`config.mk`:
```
export PLATFORM = sky130hd
export DESIGN_NAME = prescaled_pulse_sequencer
export DESIGN_NICKNAME = d
export VERILOG_FILES = /design/src/rtl/pps_pkg.sv /design/src/rtl/prescaled_pulse_sequencer.sv
export SDC_FILE = /design/constraint.sdc
export NUM_CORES = 1
export LEC_CHECK = 0
export CAP_MARGIN = 20
export CORE_UTILIZATION = 60
export CTS_BUF_LIST = sky130_fd_sc_hd__clkbuf_2
export DETAILED_ROUTE_END_ITERATION = 12
export DONT_BUFFER_PORTS = 1
export HOLD_SLACK_MARGIN = 0.12
export PLACE_DENSITY = 0.77
export SLEW_MARGIN = 20
export SYNTH_ARGS = -nofsm -noshare
export SYNTH_HDL_FRONTEND = slang
export SYNTH_SLANG_ARGS = --single-unit
```
`constraint.sdc`:
```
create_clock -name aclk -period 3.3 [get_ports aclk]
set_input_delay 0.165 -clock aclk [delete_from_list [all_inputs] [get_ports aclk]]
set_output_delay 0.165 -clock aclk [all_outputs]
set_load 0.02 [all_outputs]
```
`src/rtl/pps_pkg.sv`:
```
package pps_pkg;

    // Widths of the item channels and register port
    localparam int CfgWidth   = 8;
    localparam int PaddrWidth = 5;
    localparam int PdataWidth = 32;
    localparam int TdataWidth = 8;

    // Bit positions in the input tdata
    localparam int InRestartBit = 0;

    // Bit positions in the result tdata
    localparam int OutStrobeBit  = 0;
    localparam int OutEnableBit  = 1;
    localparam int OutTriggerBit = 2;
    localparam int OutRunningBit = 3;

    // Register indexes (byte address = 4 * index)
    typedef enum logic [2:0] {
        REG_PRESCALE_LIMIT  = 3'd0,
        REG_PERIOD_LENGTH   = 3'd1,
        REG_STROBE_LENGTH   = 3'd2,
        REG_ENABLE_DELAY    = 3'd3,
        REG_ENABLE_DURATION = 3'd4,
        REG_SAMPLE_INTERVAL = 3'd5,
        REG_PERIOD_COUNT    = 3'd6
    } reg_index_t;

    // Register reset values
    localparam logic [CfgWidth-1:0] RstPrescaleLimit  = 8'd5;
    localparam logic [CfgWidth-1:0] RstPeriodLength   = 8'd20;
    localparam logic [CfgWidth-1:0] RstStrobeLength   = 8'd3;
    localparam logic [CfgWidth-1:0] RstEnableDelay    = 8'd12;
    localparam logic [CfgWidth-1:0] RstEnableDuration = 8'd4;
    localparam logic [CfgWidth-1:0] RstSampleInterval = 8'd10;
    localparam logic [CfgWidth-1:0] RstPeriodCount    = 8'd3;

endpackage

```
`src/rtl/prescaled_pulse_sequencer.sv`:
```
// An accepted tick's result is registered and appears on m_tdata in the next cycle.
// Throughput: one tick per cycle unless the result stalls; counter updates and compares
// are combinational, and the result register frees itself when downstream takes its item.
// Reset: aresetn is synchronous and active low; it clears all counters, output levels
// and the result valid, and loads the register defaults.
module prescaled_pulse_sequencer
    import pps_pkg::*;
(
    input  logic                   aclk,
    input  logic                   aresetn,
    // Input channel
    input  logic                   s_tvalid,
    output logic                   s_tready,
    input  logic [TdataWidth-1:0]  s_tdata,   // [0] restart, [7:1] zero
    // Result channel
    output logic                   m_tvalid,
    input  logic                   m_tready,
    output logic [TdataWidth-1:0]  m_tdata,   // [0] strobe_res, [1] converter_enable,
                                              // [2] sample_trigger, [3] running, [7:4] zero
    // Register port
    input  logic                   psel,
    input  logic                   penable,
    input  logic                   pwrite,
    input  logic [PaddrWidth-1:0]  paddr,
    input  logic [PdataWidth-1:0]  pwdata,
    output logic [PdataWidth-1:0]  prdata,
    output logic                   pready
);

    // Configuration registers
    logic [CfgWidth-1:0] prescale_limit_reg;
    logic [CfgWidth-1:0] period_length_reg;
    logic [CfgWidth-1:0] strobe_length_reg;
    logic [CfgWidth-1:0] enable_delay_reg;
    logic [CfgWidth-1:0] enable_duration_reg;
    logic [CfgWidth-1:0] sample_interval_reg;
    logic [CfgWidth-1:0] period_count_reg;

    // Sequencer state
    logic [CfgWidth-1:0] prescale_counter_reg, prescale_counter_next;
    logic [CfgWidth-1:0] period_position_reg,  period_position_next;
    logic [CfgWidth-1:0] periods_done_reg,     periods_done_next;
    logic [CfgWidth-1:0] sample_counter_reg,   sample_counter_next;
    logic                strobe_level_reg,     strobe_level_next;
    logic                enable_level_reg,     enable_level_next;

    // Result register
    logic                  m_tvalid_reg;
    logic [TdataWidth-1:0] m_tdata_reg, m_tdata_next;

    // Per-tick working values
    logic                restart;
    logic                in_accept;
    logic                cfg_write;
    reg_index_t          cfg_index;
    logic [CfgWidth-1:0] cfg_data;
    logic [CfgWidth-1:0] ps_cur, pp_cur, pd_cur, sc_cur;
    logic                sl_cur, el_cur;
    logic                run, trigger, step, wrap;
    logic [CfgWidth-1:0] pp_wrapped;
    logic [CfgWidth:0]   enable_end;

    assign pready    = 1'b1;
    assign cfg_write = psel && penable && pwrite && pready;
    assign cfg_index = reg_index_t'(paddr[PaddrWidth-1:2]);
    assign cfg_data  = pwdata[CfgWidth-1:0];

    // Register writes
    always_ff @(posedge aclk) begin
        if (!aresetn) begin
            prescale_limit_reg  <= RstPrescaleLimit;
            period_length_reg   <= RstPeriodLength;
            strobe_length_reg   <= RstStrobeLength;
            enable_delay_reg    <= RstEnableDelay;
            enable_duration_reg <= RstEnableDuration;
            sample_interval_reg <= RstSampleInterval;
            period_count_reg    <= RstPeriodCount;
        end else if (cfg_write) begin
            unique case (cfg_index)
                REG_PRESCALE_LIMIT:  prescale_limit_reg  <= cfg_data;
                REG_PERIOD_LENGTH:   period_length_reg   <= cfg_data;
                REG_STROBE_LENGTH:   strobe_length_reg   <= cfg_data;
                REG_ENABLE_DELAY:    enable_delay_reg    <= cfg_data;
                REG_ENABLE_DURATION: enable_duration_reg <= cfg_data;
                REG_SAMPLE_INTERVAL: sample_interval_reg <= cfg_data;
                REG_PERIOD_COUNT:    period_count_reg    <= cfg_data;
                default: ;
            endcase
        end
    end

    // Register reads
    always_comb begin
        prdata = '0;
        unique case (cfg_index)
            REG_PRESCALE_LIMIT:  prdata[CfgWidth-1:0] = prescale_limit_reg;
            REG_PERIOD_LENGTH:   prdata[CfgWidth-1:0] = period_length_reg;
            REG_STROBE_LENGTH:   prdata[CfgWidth-1:0] = strobe_length_reg;
            REG_ENABLE_DELAY:    prdata[CfgWidth-1:0] = enable_delay_reg;
            REG_ENABLE_DURATION: prdata[CfgWidth-1:0] = enable_duration_reg;
            REG_SAMPLE_INTERVAL: prdata[CfgWidth-1:0] = sample_interval_reg;
            REG_PERIOD_COUNT:    prdata[CfgWidth-1:0] = period_count_reg;
            default:             prdata = '0;
        endcase
    end

    // Take a tick whenever the result register is empty or being drained
    assign s_tready  = !m_tvalid_reg || m_tready;
    assign in_accept = s_tvalid && s_tready;
    assign restart   = s_tdata[InRestartBit];

    // Apply restart before the tick is processed
    assign ps_cur = restart ? '0 : prescale_counter_reg;
    assign pp_cur = restart ? '0 : period_position_reg;
    assign pd_cur = restart ? '0 : periods_done_reg;
    assign sc_cur = restart ? '0 : sample_counter_reg;
    assign sl_cur = restart ? 1'b0 : strobe_level_reg;
    assign el_cur = restart ? 1'b0 : enable_level_reg;

    // Run, sample and prescaler decisions
    assign run        = pd_cur < period_count_reg;
    assign trigger    = run && (sc_cur >= sample_interval_reg);
    assign step       = run && (ps_cur >= prescale_limit_reg);
    assign wrap       = pp_cur >= period_length_reg;
    assign pp_wrapped = wrap ? '0 : pp_cur;
    assign enable_end = {1'b0, enable_delay_reg} + {1'b0, enable_duration_reg};

    // Next state; later position matches override earlier ones
    always_comb begin
        sample_counter_next   = sc_cur;
        prescale_counter_next = ps_cur;
        period_position_next  = pp_cur;
        periods_done_next     = pd_cur;
        strobe_level_next     = sl_cur;
        enable_level_next     = el_cur;
        if (run) begin
            sample_counter_next   = trigger ? 8'd1 : sc_cur + 8'd1;
            prescale_counter_next = step ? 8'd1 : ps_cur + 8'd1;
        end
        if (step) begin
            if (wrap) begin
                strobe_level_next = 1'b1;
                enable_level_next = 1'b0;
                periods_done_next = pd_cur + 8'd1;
            end
            if (pp_wrapped == strobe_length_reg) begin
                strobe_level_next = 1'b0;
            end
            if (pp_wrapped == enable_delay_reg) begin
                enable_level_next = 1'b1;
            end
            if ({1'b0, pp_wrapped} == enable_end) begin
                enable_level_next = 1'b0;
            end
            period_position_next = pp_wrapped + 8'd1;
        end
    end

    // Pack the result item
    always_comb begin
        m_tdata_next                = '0;
        m_tdata_next[OutStrobeBit]  = strobe_level_next;
        m_tdata_next[OutEnableBit]  = enable_level_next;
        m_tdata_next[OutTriggerBit] = trigger;
        m_tdata_next[OutRunningBit] = run;
    end

    // Advance state on each accepted tick
    always_ff @(posedge aclk) begin
        if (!aresetn) begin
            prescale_counter_reg <= '0;
            period_position_reg  <= '0;
            periods_done_reg     <= '0;
            sample_counter_reg   <= '0;
            strobe_level_reg     <= 1'b0;
            enable_level_reg     <= 1'b0;
        end else if (in_accept) begin
            prescale_counter_reg <= prescale_counter_next;
            period_position_reg  <= period_position_next;
            periods_done_reg     <= periods_done_next;
            sample_counter_reg   <= sample_counter_next;
            strobe_level_reg     <= strobe_level_next;
            enable_level_reg     <= enable_level_next;
        end
    end

    // Hold the result until taken
    always_ff @(posedge aclk) begin
        if (!aresetn) begin
            m_tvalid_reg <= 1'b0;
        end else if (in_accept) begin
            m_tvalid_reg <= 1'b1;
        end else if (m_tready) begin
            m_tvalid_reg <= 1'b0;
        end
    end

    always_ff @(posedge aclk) begin
        if (in_accept) begin
            m_tdata_reg <= m_tdata_next;
        end
    end

    assign m_tvalid = m_tvalid_reg;
    assign m_tdata  = m_tdata_reg;

endmodule

```
==> impl_metrics.json <==
{
  "dp_hpwl_mm": 12.8,
  "antenna_found_initial": 0,
  "fmax_ghz": 0.314,
  "avgRoutedWirePerCell_um": 19.0,
  "synth.cell_area_sq_um": 6600,
  "insertion_delay_ns": 0.60,
  "drt_iter0_markers": 657,
  "drtPass1Iterations": 6,
  "cp_max_fo": 3,
  "vias": 6025,
  "core_sq_um": 10500,
  "final_core_util": 0.683,
  "ys.flop_type": "dfxtp_1",
  "cts_sinks": 95,
  "finalNetCount": 920,
  "finalHoldViolCount": 0,
  "vias_per_cell": 6.24,
  "syn_inst": 793,
  "drc": 0,
  "hp-start": "s_tdata[0]",
  "p_leak_uw": 0.00294,
  "drv_cap": 0,
  "port-buffer-count": 0,
  "overflow": 0,
  "seq_area_frac_synth": 0.294,
  "grt_util_all_layers": 0.325,
  "irDropWorstVdd_uv": 228,
  "worstSetupPathType": "flip-flop to flip-flop",
  "timing.rr.start": "enable_duration_reg[0]",
  "cp-start-kind": "flip-flop",
  "pin_count": 95,
  "status": "complete, no violations",
  "synth_warnings": 0,
  "synth_cell_types": 83,
  "critPathRequiredTime_ns": 3.72,
  "min_to": "periods_done_reg[7]",
  "drive_gt1_frac": 0.0867,
  "fp.dieArea_sq_um": 11400,
  "row_count": 37,
  "ff2ff_path_depth": 11,
  "syn_avg_cell_area_sq_um": 8.32,
  "die_h_um": 107,
  "period_minus_slack_ns": 3.19,
  "fin_worst_skew_ns": 0.0285,
  "min_delay_path_depth": 5,
  "start_util": 0.628,
  "cts_tree": "done",
  "diodes": 0,
  "setup_violations": 0,
  "arrival_ns": 3.61,
  "cts.path.max_buffers": 2,
  "drv_slew": 0,
  "rrSetupSlack_ns": 0.11,
  "tns_ns": 0,
  "period_share": 0.966,
  "clkSlewWorstSetupHoldPaths_ns": 0.28,
  "grt_pass1_wl_mm": 28.7,
  "drtAntennaViolNets": 0,
  "area_growth_pct": 8.76,
  "r2r-end": "m_tdata[1]",
  "mostFrequentLayoutCells": "nor2_1, dfxtp_1, nand2_1",
  "async_flop_share": 0,
  "drt-total-wl_mm": 18.3,
  "htreeDepth": 3,
  "cts_buffers": 9,
  "synth_edf_count": 4,
  "die_w_um": 107,
  "grt_max_degree": 50,
  "end_kind": "flip-flop",
  "cts_root_buffer": "clkbuf_2",
  "gp_congestion": 0.986,
  "hp-class": "input port to flip-flop",
  "rsz0062_at_grt": "false",
  "ys_seq_elements": 95,
  "power_density_nw_per_um2": 280,
  "relSlewSlack": 0.304,
  "grt_pass1_vias": 5713,
  "worstMarginPinSlew_ns": 1.04
}
==> worst max-delay path, cell delays in order, from the launching register on <==
cell	delay, ns
dfxtp_2	0.42
ha_1	0.16
inv_1	0.05
fa_1	0.41
nand2b_4	0.18
a2111oi_4	0.32
a311oi_2	0.12
and3_1	0.23
a2111oi_2	0.36
o2111ai_2	0.20
o311a_1	0.33
or2_1	0.22
==> timing repair <==
action                                 CTS  global route
setup endpoints to repair                0             4
resized for setup                        0            14
hold buffers                            42             1
buffers inserted                         0             2
endpoints found under the hold margin   95             4
==> Yosys cell counts (5+ instances only) <==
cell	n	area [sq um]
o21ai_0	40	200
nand2b_1	8	50.1
a21oi_1	38	190
o211ai_1	6	45.0
buf_4	29	218
or3_1	10	62.6
o21a_1	5	37.5
nor3_1	11	55.1
nand2_1	67	251
nor2_1	86	323
xnor2_1	20	175
a31oi_1	12	75.1
clkbuf_1	25	93.8
dfxtp_1	91	1820
mux4_2	5	113
a211oi_1	5	37.5
mux2_2	9	101
inv_1	44	165
mux2i_1	59	591
nor2b_1	30	188
a22oi_1	10	75.1
and3_1	9	56.3
nand3_1	17	85.1
ha_1	42	526
==> per-layer routing <==
metal  up-vias  track usage  share of wire
met4         0        0.119          0.025
met3        35       0.0486          0.081
met5         -            0              0
li1       2818            -              -
met2       257        0.530           0.46
met1      2915        0.434           0.43
==> worst max-delay path by stage <==
stage                                start                     end  depth (start not counted)
finish              enable_duration_reg[0]              m_tdata[1]                         11
global route           periods_done_reg[3]  period_position_reg[0]                         12
CTS                 enable_duration_reg[0]              m_tdata[1]                         11
detailed placement  enable_duration_reg[0]              m_tdata[1]                         11
global placement    enable_duration_reg[0]              m_tdata[1]                         11
floorplan                       s_tdata[0]              m_tdata[1]                         15
==> through the flow <==
step	worst slack, ns	cell area [sq um]	instances	hold WS [ns]	power, uW
detailed placement	0.0260	6580	906	0.237	1380
floorplan	0.0200	6710	820	0.290	1400
finish	0.113	7180	966	0.136	2010
global placement	0.135	6580	906	0.234	1370
CTS	0.0129	7110	964	0.123	1990
global route	0.00543	7180	966	0.147	2060
==> final cells by class <==
class	instances	area, sq um
Inverter	48	180
Fill cell	859	3330
Tap cell	136	170
Sequential cell	95	1950
Multi-Input combinational cell	611	4220
Clock inverter	7	62.6
Clock buffer	9	45.0
Timing Repair Buffer	60	558
==> power by group <==
| part | switching [uW] | internal, uW |
|---|---|---|
| clock | 427 | 169 |
| sequential | 14.5 | 1170 |
| combinational | 150 | 79.3 |
| total | 591 | 1420 |
==> kinds of logic after synthesis <==
| logic type | synth area share |
|---|---|
| flip-flops | 0.294 |
| adder cells (fa/ha/maj) | 0.0826 |
| AND/OR/NAND/NOR | 0.210 |
| AO/OA/AOI/OAI | 0.170 |
| XOR/XNOR | 0.0305 |
| buffers and inverters | 0.0897 |
| multiplexers | 0.122 |
| other | 0.00114 |
Note: power is estimated with default switching activity, not from simulation.
